$ cat src/rtl/lebc_pkg.sv
// Shared types and constants for the line edit buffer.
// No dependencies; imported by every module of the block.
package lebc_pkg;

   localparam int FUNC_W      = 3;
   localparam int STORE_W     = 7;
   localparam int CHUNK_BYTES = 8;
   localparam int CHUNK_W     = CHUNK_BYTES * 8;
   localparam int COUNT_W     = 4;

   // command codes
   localparam logic [FUNC_W-1:0] FUNC_HOME  = 3'd0;
   localparam logic [FUNC_W-1:0] FUNC_END   = 3'd1;
   localparam logic [FUNC_W-1:0] FUNC_LEFT  = 3'd2;
   localparam logic [FUNC_W-1:0] FUNC_RIGHT = 3'd3;
   localparam logic [FUNC_W-1:0] FUNC_TYPE  = 3'd4;
   localparam logic [FUNC_W-1:0] FUNC_ERASE = 3'd5;
   localparam logic [FUNC_W-1:0] FUNC_PRINT = 3'd6;

   localparam logic [7:0] PRINT_LOW        = 8'd32;
   localparam logic [7:0] PRINT_HIGH       = 8'd126;
   localparam logic [7:0] MAX_LENGTH_RESET = 8'd100;

   localparam logic [COUNT_W-1:0] COUNT_FULL = 4'd8;

   localparam logic STATUS_DONE    = 1'b0;
   localparam logic STATUS_REFUSED = 1'b1;

   typedef enum logic [2:0] {
      ST_IDLE,
      ST_SHIFT,
      ST_DRAIN,
      ST_INSERT,
      ST_PRINT_FETCH,
      ST_PRINT
   } state_type;

   typedef struct packed {
      logic clear;
      logic push;
   } pack_ctl_type;

endpackage

$ cat src/rtl/lebc_packer.sv
// Byte packer: gathers printed bytes into an 8-byte chunk.
// Depends on lebc_pkg.
module lebc_packer
   import lebc_pkg::*;
(
   input  logic                clock,
   input  logic                reset,
   input  pack_ctl_type        ctl,
   input  logic [7:0]          push_byte,
   output logic [CHUNK_W-1:0]  chunk,
   output logic [COUNT_W-1:0]  count
);

   logic [CHUNK_W-1:0] chunk_ff, chunk_in;
   logic [COUNT_W-1:0] count_ff, count_in;

   always_comb begin
      chunk_in = chunk_ff;
      count_in = count_ff;
      if (ctl.clear) begin
         chunk_in = '0;
         count_in = '0;
      end else if (ctl.push) begin
         if (count_ff == COUNT_FULL) begin
            // full chunk went out this cycle; restart with the new byte
            chunk_in = {{(CHUNK_W-8){1'b0}}, push_byte};
            count_in = COUNT_W'(1);
         end else begin
            for (int l = 0; l < CHUNK_BYTES; l++) begin
               if (count_ff[2:0] == 3'(l)) chunk_in[l*8 +: 8] = push_byte;
            end
            count_in = count_ff + COUNT_W'(1);
         end
      end
   end

   always_ff @(posedge clock) begin
      chunk_ff <= chunk_in;
      if (reset) begin
         count_ff <= '0;
      end else begin
         count_ff <= count_in;
      end
   end

   assign chunk = chunk_ff;
   assign count = count_ff;

endmodule

$ cat src/rtl/line_edit_buffer_with_cursor_top.sv
// Top level of the one-line edit buffer with cursor.
// Depends on lebc_pkg and lebc_packer.
//
// Usage:
//  - Requests: drive req_func/req_key_byte/req_separator_byte with start; a
//    request is taken on a rising edge with start high and busy low.
//  - Results: one cycle on the rsp_ ports, marked by rsp_valid. The receiver
//    cannot stall, so every result is taken in the cycle it shows.
//  - Config: csr_wr_en with csr_wr_data writes max_length (no wait); write it
//    only while no request is in flight.
// Sequencing per request (the result cycle is counted from the accept edge):
//  - home, end, left, right, unknown code, refused type/erase and erase at the
//    end of the line: the next cycle; busy stays low, one request per cycle.
//  - type: SHIFT from the end down to the cursor, DRAIN, then INSERT; at the
//    end of the line INSERT only. Erase inside the line: SHIFT up to the end, DRAIN.
//  - print (text plus optional separator): PRINT_FETCH, then PRINT, chunks
//    of eight bytes going out as they fill.
//  - The slowest request is a print of a full line with a marker; the store
//    has one write and one read port: one entry read and one written per cycle.
// Reset clears length and cursor and loads max_length with 100. The store
// itself is not cleared: only entries below the length are ever used.
module line_edit_buffer_with_cursor_top
   import lebc_pkg::*;
#(
   parameter int BUFFER_DEPTH = 128
) (
   input  logic                 clock,
   input  logic                 reset,
   // request channel
   input  logic                 start,
   output logic                 busy,
   input  logic [FUNC_W-1:0]    req_func,
   input  logic [7:0]           req_key_byte,
   input  logic [7:0]           req_separator_byte,
   // result channel
   output logic                 rsp_valid,
   output logic                 rsp_status,
   output logic [CHUNK_W-1:0]   rsp_text_chunk,
   output logic [COUNT_W-1:0]   rsp_byte_count,
   output logic                 rsp_last,
   // config
   input  logic                 csr_wr_en,
   input  logic [7:0]           csr_wr_data
);

   localparam int LW = $clog2(BUFFER_DEPTH + 1);   // length / cursor width
   localparam int AW = $clog2(BUFFER_DEPTH);       // store address width
   localparam int CW = (LW > 8) ? LW : 8;          // compare width vs max_length
   localparam logic [LW-1:0] ONE_L   = LW'(1);
   localparam logic [LW-1:0] DEPTH_L = LW'(BUFFER_DEPTH);

   state_type state_ff, state_in;

   logic [LW-1:0]       len_ff, len_in;
   logic [LW-1:0]       cur_ff, cur_in;
   logic [7:0]          maxlen_ff, maxlen_in;
   logic [LW-1:0]       ptr_ff, ptr_in;      // shift read pointer
   logic [LW-1:0]       wptr_ff, wptr_in;    // shift write-back pointer
   logic                pend_ff, pend_in;    // read data waiting to be written
   logic                is_type_ff, is_type_in;
   logic [STORE_W-1:0]  key_ff, key_in;
   logic [7:0]          sep_ff, sep_in;
   logic                sep_done_ff, sep_done_in;
   logic [LW-1:0]       idx_ff, idx_in;      // print walk index

   logic                rsp_valid_ff, rsp_valid_in;
   logic                rsp_status_ff, rsp_status_in;
   logic [CHUNK_W-1:0]  rsp_chunk_ff, rsp_chunk_in;
   logic [COUNT_W-1:0]  rsp_count_ff, rsp_count_in;
   logic                rsp_last_ff, rsp_last_in;

   // character store, one write and one registered read port
   logic [STORE_W-1:0]  store_mem [BUFFER_DEPTH];
   logic [STORE_W-1:0]  rd_data_ff;
   logic                mem_we, mem_re;
   logic [AW-1:0]       mem_waddr, mem_raddr;
   logic [STORE_W-1:0]  mem_wdata;

   pack_ctl_type        pack_ctl;
   logic [7:0]          pack_byte;
   logic [CHUNK_W-1:0]  pack_chunk;
   logic [COUNT_W-1:0]  pack_count;

   logic accept;
   logic key_ok, full, type_ok;
   logic shift_last;
   logic sep_now;
   logic [LW-1:0] idx_nx;

   assign busy   = (state_ff != ST_IDLE);
   assign accept = start && !busy;

   assign key_ok  = (req_key_byte >= PRINT_LOW) && (req_key_byte <= PRINT_HIGH);
   assign full    = (CW'(len_ff) >= CW'(maxlen_ff)) || (len_ff >= DEPTH_L);
   assign type_ok = key_ok && !full;

   // type walks down to the cursor, erase walks up to the end
   assign shift_last = is_type_ff ? (ptr_ff == cur_ff) : (ptr_ff == len_ff - ONE_L);

   assign sep_now = (idx_ff == cur_ff) && (sep_ff != 8'd0) && !sep_done_ff;
   assign idx_nx  = idx_ff + ONE_L;

   // ---------------- next state ----------------
   always_comb begin
      state_in = state_ff;
      case (state_ff)
         ST_IDLE: begin
            if (accept) begin
               case (req_func)
                  FUNC_TYPE: begin
                     if (type_ok) state_in = (cur_ff == len_ff) ? ST_INSERT : ST_SHIFT;
                  end
                  FUNC_ERASE: begin
                     if (cur_ff != '0 && cur_ff != len_ff) state_in = ST_SHIFT;
                  end
                  FUNC_PRINT: state_in = ST_PRINT_FETCH;
                  default:    state_in = ST_IDLE;
               endcase
            end
         end
         ST_SHIFT:       if (shift_last) state_in = ST_DRAIN;
         ST_DRAIN:       state_in = is_type_ff ? ST_INSERT : ST_IDLE;
         ST_INSERT:      state_in = ST_IDLE;
         ST_PRINT_FETCH: state_in = ST_PRINT;
         ST_PRINT:       if (!sep_now && idx_ff == len_ff) state_in = ST_IDLE;
         default:        state_in = ST_IDLE;
      endcase
   end

   // ---------------- datapath and outputs ----------------
   always_comb begin
      len_in      = len_ff;
      cur_in      = cur_ff;
      maxlen_in   = csr_wr_en ? csr_wr_data : maxlen_ff;
      ptr_in      = ptr_ff;
      wptr_in     = wptr_ff;
      pend_in     = pend_ff;
      is_type_in  = is_type_ff;
      key_in      = key_ff;
      sep_in      = sep_ff;
      sep_done_in = sep_done_ff;
      idx_in      = idx_ff;

      rsp_valid_in  = 1'b0;
      rsp_status_in = rsp_status_ff;
      rsp_chunk_in  = rsp_chunk_ff;
      rsp_count_in  = rsp_count_ff;
      rsp_last_in   = rsp_last_ff;

      mem_we    = 1'b0;
      mem_re    = 1'b0;
      mem_waddr = '0;
      mem_raddr = '0;
      mem_wdata = rd_data_ff;

      pack_ctl  = '0;
      pack_byte = {1'b0, rd_data_ff};

      case (state_ff)
         ST_IDLE: begin
            if (accept) begin
               key_in     = req_key_byte[STORE_W-1:0];
               sep_in     = req_separator_byte;
               is_type_in = (req_func == FUNC_TYPE);
               pend_in    = 1'b0;
               // plain single-result commands answer right away
               rsp_status_in = STATUS_DONE;
               rsp_chunk_in  = '0;
               rsp_count_in  = '0;
               rsp_last_in   = 1'b1;
               case (req_func)
                  FUNC_HOME: begin
                     cur_in       = '0;
                     rsp_valid_in = 1'b1;
                  end
                  FUNC_END: begin
                     cur_in       = len_ff;
                     rsp_valid_in = 1'b1;
                  end
                  FUNC_LEFT: begin
                     if (cur_ff != '0) cur_in = cur_ff - ONE_L;
                     rsp_valid_in = 1'b1;
                  end
                  FUNC_RIGHT: begin
                     if (cur_ff != len_ff) cur_in = cur_ff + ONE_L;
                     rsp_valid_in = 1'b1;
                  end
                  FUNC_TYPE: begin
                     if (!type_ok) begin
                        rsp_status_in = STATUS_REFUSED;
                        rsp_valid_in  = 1'b1;
                     end else begin
                        ptr_in = len_ff - ONE_L;
                     end
                  end
                  FUNC_ERASE: begin
                     if (cur_ff == '0) begin
                        rsp_status_in = STATUS_REFUSED;
                        rsp_valid_in  = 1'b1;
                     end else if (cur_ff == len_ff) begin
                        // erasing the tail needs no shift
                        len_in       = len_ff - ONE_L;
                        cur_in       = cur_ff - ONE_L;
                        rsp_valid_in = 1'b1;
                     end else begin
                        ptr_in = cur_ff;
                     end
                  end
                  FUNC_PRINT: begin
                     pack_ctl.clear = 1'b1;
                     idx_in         = '0;
                     sep_done_in    = 1'b0;
                  end
                  default: begin
                     rsp_valid_in = 1'b1;
                  end
               endcase
            end
         end

         ST_SHIFT: begin
            // read one entry, write back the one read last cycle
            mem_re    = 1'b1;
            mem_raddr = ptr_ff[AW-1:0];
            mem_we    = pend_ff;
            mem_waddr = wptr_ff[AW-1:0];
            pend_in   = 1'b1;
            wptr_in   = is_type_ff ? (ptr_ff + ONE_L) : (ptr_ff - ONE_L);
            if (!shift_last) ptr_in = is_type_ff ? (ptr_ff - ONE_L) : (ptr_ff + ONE_L);
         end

         ST_DRAIN: begin
            mem_we    = 1'b1;
            mem_waddr = wptr_ff[AW-1:0];
            if (!is_type_ff) begin
               len_in        = len_ff - ONE_L;
               cur_in        = cur_ff - ONE_L;
               rsp_valid_in  = 1'b1;
               rsp_status_in = STATUS_DONE;
               rsp_chunk_in  = '0;
               rsp_count_in  = '0;
               rsp_last_in   = 1'b1;
            end
         end

         ST_INSERT: begin
            mem_we        = 1'b1;
            mem_waddr     = cur_ff[AW-1:0];
            mem_wdata     = key_ff;
            len_in        = len_ff + ONE_L;
            cur_in        = cur_ff + ONE_L;
            rsp_valid_in  = 1'b1;
            rsp_status_in = STATUS_DONE;
            rsp_chunk_in  = '0;
            rsp_count_in  = '0;
            rsp_last_in   = 1'b1;
         end

         ST_PRINT_FETCH: begin
            mem_re    = 1'b1;
            mem_raddr = '0;
         end

         ST_PRINT: begin
            rsp_status_in = STATUS_DONE;
            if (sep_now || idx_ff != len_ff) begin
               pack_ctl.push = 1'b1;
               if (sep_now) begin
                  pack_byte   = sep_ff;
                  sep_done_in = 1'b1;
               end else begin
                  idx_in = idx_nx;
                  if (idx_nx < len_ff) begin
                     mem_re    = 1'b1;
                     mem_raddr = idx_nx[AW-1:0];
                  end
               end
               // a full chunk goes out once another byte is known to follow
               if (pack_count == COUNT_FULL) begin
                  rsp_valid_in = 1'b1;
                  rsp_chunk_in = pack_chunk;
                  rsp_count_in = COUNT_FULL;
                  rsp_last_in  = 1'b0;
               end
            end else begin
               rsp_valid_in = 1'b1;
               rsp_chunk_in = pack_chunk;
               rsp_count_in = pack_count;
               rsp_last_in  = 1'b1;
            end
         end

         default: begin
            mem_we = 1'b0;
         end
      endcase
   end

   lebc_packer u_packer (
      .clock     (clock),
      .reset     (reset),
      .ctl       (pack_ctl),
      .push_byte (pack_byte),
      .chunk     (pack_chunk),
      .count     (pack_count)
   );

   // store
   always_ff @(posedge clock) begin
      if (mem_we) store_mem[mem_waddr] <= mem_wdata;
      if (mem_re) rd_data_ff <= store_mem[mem_raddr];
   end

   // control registers
   always_ff @(posedge clock) begin
      if (reset) begin
         state_ff     <= ST_IDLE;
         len_ff       <= '0;
         cur_ff       <= '0;
         maxlen_ff    <= MAX_LENGTH_RESET;
         rsp_valid_ff <= 1'b0;
         pend_ff      <= 1'b0;
         sep_done_ff  <= 1'b0;
      end else begin
         state_ff     <= state_in;
         len_ff       <= len_in;
         cur_ff       <= cur_in;
         maxlen_ff    <= maxlen_in;
         rsp_valid_ff <= rsp_valid_in;
         pend_ff      <= pend_in;
         sep_done_ff  <= sep_done_in;
      end
   end

   // payload registers
   always_ff @(posedge clock) begin
      ptr_ff        <= ptr_in;
      wptr_ff       <= wptr_in;
      is_type_ff    <= is_type_in;
      key_ff        <= key_in;
      sep_ff        <= sep_in;
      idx_ff        <= idx_in;
      rsp_status_ff <= rsp_status_in;
      rsp_chunk_ff  <= rsp_chunk_in;
      rsp_count_ff  <= rsp_count_in;
      rsp_last_ff   <= rsp_last_in;
   end

   assign rsp_valid      = rsp_valid_ff;
   assign rsp_status     = rsp_status_ff;
   assign rsp_text_chunk = rsp_chunk_ff;
   assign rsp_byte_count = rsp_count_ff;
   assign rsp_last       = rsp_last_ff;

endmodule

$ cat config.mk
export PLATFORM = sky130hd
export DESIGN_NAME = line_edit_buffer_with_cursor_top
export DESIGN_NICKNAME = d
export VERILOG_FILES = /design/src/rtl/lebc_pkg.sv /design/src/rtl/lebc_packer.sv /design/src/rtl/line_edit_buffer_with_cursor_top.sv
export SDC_FILE = /design/constraint.sdc
export NUM_CORES = 1
export LEC_CHECK = 0
export ABC_AREA = 1
export BUFFER_PORTS_ARGS = -buffer_cell sky130_fd_sc_hd__buf_2
export CAP_MARGIN = 25
export CELL_PAD_IN_SITES_DETAIL_PLACEMENT = 1
export CELL_PAD_IN_SITES_GLOBAL_PLACEMENT = 2
export CORE_MARGIN = 2
export CORE_UTILIZATION = 45
export CTS_CLUSTER_DIAMETER = 30
export DETAILED_ROUTE_END_ITERATION = 8
export GPL_TIMING_DRIVEN = 1
export PLACE_DENSITY = 0.84
export SLEW_MARGIN = 20
export SYNTH_ARGS = -nofsm -noshare
export SYNTH_HDL_FRONTEND = slang
export SYNTH_SLANG_ARGS = --single-unit
$ cat constraint.sdc
create_clock -name clock -period 12.98 [get_ports clock]
set_input_delay 0.649 -clock clock [delete_from_list [all_inputs] [get_ports clock]]
set_output_delay 0.649 -clock clock [all_outputs]
set_load 0.05 [all_outputs]
# [Yosys cells after proc, flatten, opt, wreduce, memory -nomap -nowiden]
# Memory sizes are Yosys's and may differ from the RTL's. A register that Yosys moved wholly into a read port is not among the register bits.
# Cells that the tools add are included.
[op_classes] n_lt_le_gt_ge=5 mux=105 n_addsub=8 multipliers=0 n_div=0 n_reduce_logical=56 shift=0 eq_ne=48 bitwise=0
[ops] operator="2-to-1 mux 64 bit" n=5
[ops] operator="2-to-1 mux 8 bit" n=32
[ops] operator="case mux 64 bit (4 select lines)" n=1
[ops] operator="case mux 8 bit (2 select lines)" n=3
[ops] operator="case mux 8 bit (3 select lines)" n=2
[ops] operator="equality test 8 bit" n=5
[ops] operator="case mux 8 bit (5 select lines)" n=1
[ops] operator="2-to-1 mux 7 bit" n=5
[ops] operator="adder 8 x 1 -> 8 bit (second input constant)" n=4
[ops] operator="2-to-1 mux 1 bit" n=30
[ops] operator="case mux 7 bit (2 select lines)" n=2
[ops] operator="equality test 3 bit (second input constant)" n=9
[ops] operator="inequality test 3 bit (second input constant)" n=8
[ops] operator="subtractor 8 x 1 -> 8 bit (second input constant)" n=3
[ops] operator="2-to-1 mux 4 bit" n=5
[ops] operator="inequality test 2 bit (second input constant)" n=10
[ops] operator="AND reduction 2 bit" n=10
[ops] operator="nonzero test 2 bit" n=10
[ops] operator="equality test 3 x 2 -> 1 bit (second input constant)" n=6
[ops] operator="inequality test 8 bit" n=2
[ops] operator="case mux 4 bit (4 select lines)" n=1
[ops] operator="nonzero test 8 bit" n=2
[ops] operator="2-to-1 mux 3 bit" n=5
[ops] operator="case mux 3 bit (5 select lines)" n=1
[ops] operator="other kinds (30)" n=60
[totals] input_bits=31 n_memories=1 output_inout_bits=72 rom_bits=0 wordCells=249 reg_bits=207 mem_bits_rw=896 latchBits=0
[mem_list] memory="store_mem" depth=128 word_bits=7 read_ports=1 rd_ports_with_merged_regs=1 wr=1 line="line_edit_buffer_with_cursor_top.sv:73" rtl="logic [STORE_W-1:0] store_mem [BUFFER_DEPTH];"

# [Logic depth before layout (Yosys ltp)]
# Gate-level depths: netlist of run 1.
[depth] word_depth=8 depth_mapped=28 depth_no_buf=26

# [Cells and area by module]
# From an unflattened synthesis of run 1, not the netlist that was laid out.
[unflattened] hier_cells=4958 hier_area_um2=50612.3
[modules_own_cells] mod="line_edit_buffer_with_cursor_top" seq_area_each_um2=30989.7 n_inst=1 area_each_um2=47842.1 cells_each=4622
[modules_own_cells] mod="lebc_packer" seq_area_each_um2=1361.3 n_inst=1 area_each_um2=2770.2 cells_each=336

# [Least setup slack after synthesis of run 1]
# No wires, ideal clock.
[synth_path] kind="register to register" from="register state_ff[2]" to="memory store_mem[0][0], data pin" slack_ps=5946 path_buffers=2 setup_ps=1198 stages_incl_launch_ff=5 t_required_ps=11782 t_arrival_ps=5836 synth_period_minus_slack_ps=7034 cell_sequence="dfxtp_1 nor3_2 clkbuf_1 buf_2 o21ai_0"
[synth_between] elab_chain_len=2
[synth_lines] element="from (decl)" line="line_edit_buffer_with_cursor_top.sv:52" rtl="state_type state_ff, state_in;"
[synth_lines] element="from (signal assigned)" line="line_edit_buffer_with_cursor_top.sv:325" rtl="state_ff <= state_in;"
[synth_lines] element="equality test 3 x 2 -> 1 bit" line="line_edit_buffer_with_cursor_top.sv:159" rtl="case (state_ff)"
[synth_lines] element="2-to-1 mux 7 bit" line="line_edit_buffer_with_cursor_top.sv:159"
[synth_lines] element="named net mem_wdata[0]" line="line_edit_buffer_with_cursor_top.sv:77" rtl="logic [STORE_W-1:0] mem_wdata;"
[synth_lines] element="to (decl)" line="line_edit_buffer_with_cursor_top.sv:73"
# The timed path passes the listed nets, and every way through them passes these cells.

# [Final worst setup path of run 1]
[layout_path] from="register idx_ff[2]" to="register rd_data_ff[6] (read register of store_mem), data pin"
[layout_between] elab_chain_len=6 word_cells_on_any_way=15 classes_between="1 x add/sub; 1 x order compare; 2 x eq/ne; 8 x mux; 3 x reduce/logical"
[layout_lines] element="from (decl)" line="line_edit_buffer_with_cursor_top.sv:64" rtl="logic [LW-1:0] idx_ff, idx_in;"
[layout_lines] element="from (signal assigned)" line="line_edit_buffer_with_cursor_top.sv:342" rtl="idx_ff <= idx_in;"
[layout_lines] element="adder 8 x 1 -> 8 bit *" line="line_edit_buffer_with_cursor_top.sv:101" rtl="assign idx_nx = idx_ff + ONE_L;"
[layout_lines] element="named net idx_nx[7]" line="line_edit_buffer_with_cursor_top.sv:88" rtl="logic [LW-1:0] idx_nx;"
[layout_lines] element="less-than comparator 8 bit *" line="line_edit_buffer_with_cursor_top.sv:273" rtl="if (idx_nx < len_ff) begin"
[layout_lines] element="2-to-1 mux 7 bit / 2-to-1 mux 1 bit (equally long branches)" line="line_edit_buffer_with_cursor_top.sv:273"
[layout_lines] element="2-to-1 mux 7 bit / 2-to-1 mux 1 bit (equally long branches)" line="line_edit_buffer_with_cursor_top.sv:268" rtl="if (sep_now) begin"
[layout_lines] element="2-to-1 mux 7 bit / 2-to-1 mux 1 bit (equally long branches)" line="line_edit_buffer_with_cursor_top.sv:266" rtl="if (sep_now || idx_ff != len_ff) begin"
[layout_lines] element="case mux 7 bit (2 select lines) / case mux 1 bit (2 select lines) (equally long branches)" line="line_edit_buffer_with_cursor_top.sv:159"
[layout_lines] element="to (decl)" line="line_edit_buffer_with_cursor_top.sv:74" rtl="logic [STORE_W-1:0] rd_data_ff;"
# The timed path passes the listed nets; every way through them passes the cells marked *.
# A chain may end at the register's enable or synchronous reset.

==> reports/metrics.csv, run 1 <==
metric,value,unit
outcome,"finished, final reports clean",
Die Y-Extent,338,um
PortBufs,102,
syn_nets,4946,
combinational group share of total power,27.2,%
clock buffer depth,4,
total vias in the final route,37500,
count of cell types in the netlist,50,
net load switching power,5.51,mW
skew final,0.0589,ns
grt ovf,0,
synthesized area,0.0503,mm2
Layout area overhead,21.0,%
"Largest stage delay, worst path",0.76,ns
Setup Viol. Count Final,0,
CTS buffer count,276,
Ports,103,
number of global-route vias before repair,39700,
Async SR Flop Fraction,0,%
CP max stage cell,buf_4,
Worst setup SP type,register,
post-DR vias/cell,5.57,
Crit Path Category,register to register,
WL met3,9380,um
LEAKAGE,23.8,nW
die footprint,0.114,mm2
Cell Pwr Density,255,mW/mm2
register bit total from synthesis,1110,
first-pass GRT wire length,245000,um
Final Cycle Share,50.2,%
Total Nets Final,5106,
Worst-path clk slew,0.05,ns
Initial Utilization,45.4,%
sequential share of power,31.0,%
Sw Share,35.5,%
highest clock rate,0.153,GHz
DRC Markers,0,
Syn Area/Cell,10.3,um2
Post-Synthesis Cells,4885,
Clk network pwr share,41.8,%
crit end category,register,
DR WL met2,79300,um
register area share after synthesis,64.4,%
antenna violations before repair,3,
Max Transition Viols Final,0,
Rel. slew slack,21.8,%
CTS tree,done,
clock network latency to the later pin of the worst-skew pair,0.88,ns
Power Total,15.5,mW
final hold vios,0,
Rows,122,
CTS Sinks,1110,
post-CTS resize count,0,
P_int,10.0,mW
Synth Flop Type,edfxtp_1,
Most Frequent Cell on Critical Path,nand2_1,
CP Data Required Time,13.61,ns
Final GP Congestion,0.815,
Setup TNS Final,0,ns
Max-cap violations,0,
RSZ-0062 raised after global routing,no,
worst-margin pin slew,1.17,ns
min-delay worst type,primary input to register,
GRT Util Overall,28.0,%
clk root buf,clkbuf_16,
layout cells sized above 1,11.7,%
dpl cell area,0.0519,mm2
worst vdd ir,163,uV
drt pass-1 iters,7,
final worst path period need,6.52,ns
DRT met1 WL,66900,um
Post-synth EDFFs,1012,
WP data arrival,7.15,ns
WL/cell,24.0,um
DRT Wirelength,162000,um
highest metal used,met4,
fin area,0.0608,mm2
Yosys Warn Count,0,
Die Span X,338,um
Crit Path Max Fanout,177,
Post-DP HPWL,90300,um
Iteration-0 DRC Markers,3116,
H-tree Lvls,5,
Placeable Area,0.111,mm2
Antenna Nets Post-Route,0,
largest net degree at the start of global routing,178,
[timing repair]
item                       in CTS  in global routing
hold endpoints to repair       12                  0
setup buffers                   0                  0
hold buffers                   12                  0
setup endpoints to repair       0                  0
[logic make-up after synthesis]
group           Yosys count  synth area share [%]
compound gates          305                  3.31
flops                  1110                  64.4
fa+ha+maj                30                 0.747
mux                       1                0.0199
xor+xnor                 45                 0.784
buf+inv                 999                  8.02
simple gates           2395                  22.7
[through the flow]
step | setup WS, ns | cells | hold WS (ns) | utilization [%]
after floorplan | 5.95 | 4885 | 0.430 | -
after global placement | 6.78 | 6237 | 0.443 | 46.8
after detailed placement | 6.71 | 6239 | 0.452 | 46.9
after CTS | 6.73 | 6724 | 0.00906 | 54.9
after global routing | 6.13 | 6729 | 0.0214 | 55.0
final | 6.46 | 6729 | 0.0379 | 55.0
[power by group through the flow]
stage	Combinational, mW	Clock, mW	Sequential [mW]
after global routing	4.55	6.73	4.84
after CTS	4.18	6.55	4.82
after global placement	4.06	0	4.88
after detailed placement	4.13	0	4.88
after floorplan	2.30	0	5.27
final	4.22	6.50	4.82
[worst paths after layout]
path                                   startpoint                 to  slack (ns)  depth (start not counted)
worst max-delay path                    idx_ff[2]      rd_data_ff[6]        6.46                         26
worst max register to register          idx_ff[2]      rd_data_ff[6]        6.46                         26
worst min register to register  u_packer.chunk[6]  u_packer.chunk[6]        0.46                          2
worst min-delay path              req_key_byte[5]          key_ff[5]        0.04                          1
[cell usage in the layout, fill, tap and decap left out, types with 41 or more instances in the layout]
| cell type | Yosys | routed |
|---|---|---|
| a21oi_1 | 116 | 116 |
| buf_2 | 153 | 102 |
| buf_4 | 24 | 55 |
| clkbuf_16 | 0 | 280 |
| clkinv_1 | 2 | 41 |
| dfxtp_1 | 98 | 98 |
| edfxtp_1 | 1012 | 1012 |
| inv_1 | 682 | 681 |
| nand2_1 | 847 | 844 |
| nand3_1 | 900 | 900 |
| nand3b_1 | 308 | 308 |
| nor2_1 | 282 | 281 |
| o21ai_0 | 129 | 122 |
| xor2_1 | 42 | 42 |
[routing by layer]
layer  vias to the layer above  global-route usage, %
met3                       388                   4.98
met4                         0                   12.4
li1                      16900                      -
met1                     18900                   35.7
met5                         -                      0
met2                      1248                   46.7
[final cells by class]
type | count | area (um2)
Fill cell | 11700 | 49800
Antenna cell | 1 | 2.50
Timing Repair Buffer | 175 | 1180
Multi-Input combinational cell | 2776 | 14000
Inverter | 706 | 2660
Sequential cell | 1110 | 32400
Clock buffer | 326 | 7240
Clock inverter | 147 | 1500
Tap cell | 1488 | 1860
[critical path, delay by kind of cell (launching register included)]
kind,cells,cell delay [ns]
fa+ha+maj,1,0.29
xor+xnor,1,0.18
simple gates,18,2.87
compound gates,1,0.16
buf+inv,5,1.90
flops,1,0.50
[registers in the layout (all words and copies together) (netlist names), 3 cells and up]
| signal | flops |
|---|---|
| store_mem | 896 |
| rsp_text_chunk | 64 |
| u_packer.chunk | 64 |
| cur_ff | 8 |
| idx_ff | 8 |
| len_ff | 8 |
| maxlen_ff | 8 |
| ptr_ff | 8 |
| sep_ff | 8 |
| key_ff | 7 |
| rd_data_ff | 7 |
| wptr_ff | 7 |
| rsp_byte_count | 4 |
| u_packer.count | 4 |
| state_ff | 3 |
[Yosys cell counts (all sizes together) (2+ instances only)]
library cell / number / share of area (%)
a31oi: 6 / 0.075
or2: 5 / 0.062
nor3: 25 / 0.26
nand4: 14 / 0.19
a221oi: 2 / 0.035
inv: 704 / 5.3
a21boi: 2 / 0.030
o22ai: 7 / 0.087
a32oi: 3 / 0.052
dfxtp: 98 / 3.9
nor4: 3 / 0.067
nand3: 901 / 9.0
nor2: 287 / 2.2
ha: 30 / 0.75
a21oi: 116 / 1.2
clkinv: 2 / 0.015
xor2: 42 / 0.73
o21ai: 135 / 1.4
nand3b: 308 / 4.6
a311oi: 2 / 0.035
a211oi: 7 / 0.10
xnor2: 3 / 0.052
buf: 183 / 1.9
edfxtp: 1012 / 60
clkbuf: 110 / 0.82
a22oi: 7 / 0.10
o211ai: 10 / 0.15
nand2: 850 / 6.4
o31ai: 3 / 0.045
Power figures use the tool's default switching activity.
==> inputs of run 2 (changes only) <==
- CORE_UTILIZATION: 45 -> 42
- PLACE_DENSITY: 0.84 -> 0.79
- clock period: 12.98 -> 6.1 ns (I/O delays scaled with it)
==> reports/metrics.csv, run 2 (same netlist as run 1, synthesis figures left out) <==
metric,value,unit,change
most flop-heavy register,store_mem,,
CTS buffer count,292,,+5.8%
Worst R2R Start,idx_ff[2],,
postcts setup bufs,0,,unchanged
dpl ws,0.698,ns,-6.01 ns
Setup TNS Final,0,ns,unchanged
Crit Path Category,register to register,,
WL/cell,23.8,um,-0.92%
fin cells,6903,,+2.6%
final worst path period need,5.46,ns,-1.05 ns
first-pass GRT wire length,247000,um,+0.95%
number of global-route vias before repair,39500,,-0.49%
CP Data Required Time,6.72,ns,-6.89 ns
antenna violations before repair,4,,+1
Setup Viol. Count Final,0,,unchanged
Cell Pwr Density,557,mW/mm2,+120%
Total Nets Final,5157,,+1.0%
Final Cycle Share,89.6,%,+39 points
reg2reg end,rd_data_ff[3],,
Worst setup SP type,register,,
die footprint,0.122,mm2,+7.1%
Power Total,34.7,mW,+120%
DRT Wirelength,164000,um,+1.6%
clock buffer depth,4,,unchanged
Largest register FFs,896,,unchanged
Max-cap violations,0,,unchanged
"most common cell after layout, fill and taps aside",edfxtp_1,,
outcome,"finished, final reports clean",,
highest clock rate,0.183,GHz,+19%
depth of the most critical reg-to-reg path,24,,-7.7%
PortBufs,102,,unchanged
largest net degree at the start of global routing,171,,-3.9%
worst vdd ir,710,uV,+340%
total vias in the final route,37400,,-0.18%
CTS tree,done,,
CTS Sinks,1110,,unchanged
Worst Hold Depth,2,,+1
clock network latency to the later pin of the worst-skew pair,0.91,ns,+0.03 ns
Crit Path Max Fanout,65,,-63%
Rel. slew slack,26.9,%,+5.1 points
Placeable Area,0.118,mm2,+7.0%
GRT Util Overall,26.8,%,-1.1 points
fin worst setup slack,0.637,ns,-5.83 ns
Max Transition Viols Final,0,,unchanged
skew final,0.0620,ns,+0.00314 ns
Die Y-Extent,350,um,+3.5%
Final GP Congestion,0.816,,+0.12%
drt pass-1 iters,5,,-2
DRC Markers,0,,unchanged
Worst-path clk slew,0.05,ns,about the same
post-DR vias/cell,5.42,,-2.7%
grt ovf,0,,unchanged
FF-to-FF setup slack,0.64,ns,-5.83 ns
clk root buf,clkbuf_16,,
Initial Utilization,42.4,%,-3.0 points
Hold Crit Endpoint,sep_ff[3],,
Rows,126,,+3.3%
hold_ws,0.135,ns,+0.0971 ns
crit end category,register,,
min-delay worst type,primary input to register,,
most frequent cells in the layout,"edfxtp_1 (1,012), nand3_1 (900), nand2_1 (845), inv_1 (681), nand3b_1 (308)",,
final hold vios,0,,unchanged
Layout area overhead,24.2,%,
Die Span X,350,um,+3.5%
H-tree Lvls,5,,unchanged
min-delay src,req_separator_byte[3],,
layout cells sized above 1,12.3,%,+0.62 points
Ports,103,,unchanged
Post-DP HPWL,91000,um,+0.78%
RSZ-0062 raised after global routing,no,,
worst-margin pin slew,1.09,ns,-0.0791 ns
WP data arrival,6.08,ns,-1.07 ns
placed insts,6356,,+1.9%
Antenna Nets Post-Route,0,,unchanged
Iteration-0 DRC Markers,3112,,-0.13%
LEAKAGE,24.5,nW,+2.9%
## run 2: per-stage QoR
step | instance area (um2) | util [%]
3_3_place_gp | 52200 | 44.1
6_report | 62400 | 52.7
5_1_grt | 62400 | 52.7
2_1_floorplan | 50300 | -
3_5_place_dp | 52200 | 44.1
4_1_cts | 62400 | 52.7
## run 2: repair_timing
action	4_1_cts	5_1_grt
hold endpoints to repair	45	0
setup endpoints to repair	0	0
hold buffers	44	0
resized for setup	0	0
## run 2: layer usage
layer  up-vias  global-route usage, %  wire length, um
met2      1095                   44.4            79500
met4         4                   10.5             5190
li1      17000                      -                -
met3       339                   4.26             8380
met5         -                      0               23
met1     18900                   35.4            71300
## run 2: worst max-delay path, stage by stage (launching register included)
cell and delay, ns:
edfxtp_1 0.50, nand2_1 0.09, inv_1 0.09, nand4_1 0.14, nor2_1 0.13, nand2_1 0.07, xor2_1 0.18, inv_1 0.07
ha_1 0.28, a21o_1 0.16, nor2_1 0.09, nand2_1 0.16, nor2_1 0.21, nand4_4 0.38, nand2_8 0.51, buf_4 0.68
nand2_1 0.10, nand3_1 0.12, nand3_1 0.15, nand3_1 0.13, nand3_1 0.32, nand3_1 0.34, nand2_1 0.09, nand2_1 0.06
nand2_1 0.06
## run 2: worst max-delay path by stage
stage,from,end,slack [ns],cells past startpoint
6_report,idx_ff[2],rd_data_ff[3],0.64,24
5_1_grt,idx_ff[2],rd_data_ff[4],0.28,24
4_1_cts,idx_ff[2],rd_data_ff[3],0.68,24
3_5_place_dp,idx_ff[2],rd_data_ff[5],0.70,24
3_3_place_gp,idx_ff[2],rd_data_ff[3],0.73,24
2_1_floorplan,state_ff[2],store_mem[0][0],-0.93,4
## run 2: where the power goes
group	internal [mW]	switching, mW	total, mW
Sequential	9.90	0.344	10.2
Clock	10.8	4.53	15.4
Combinational	2.08	7.06	9.14
Total	22.8	11.9	34.7
## run 2: cell type report
class	count	area, um2
repair buffers	210	1660
flip-flops and latches	1110	32400
diodes	1	2.50
clock inverters	169	2120
fillers	12600	56000
multi-input cells	2776	14000
clock buffers	331	7600
inverters	706	2660
well taps	1600	2000
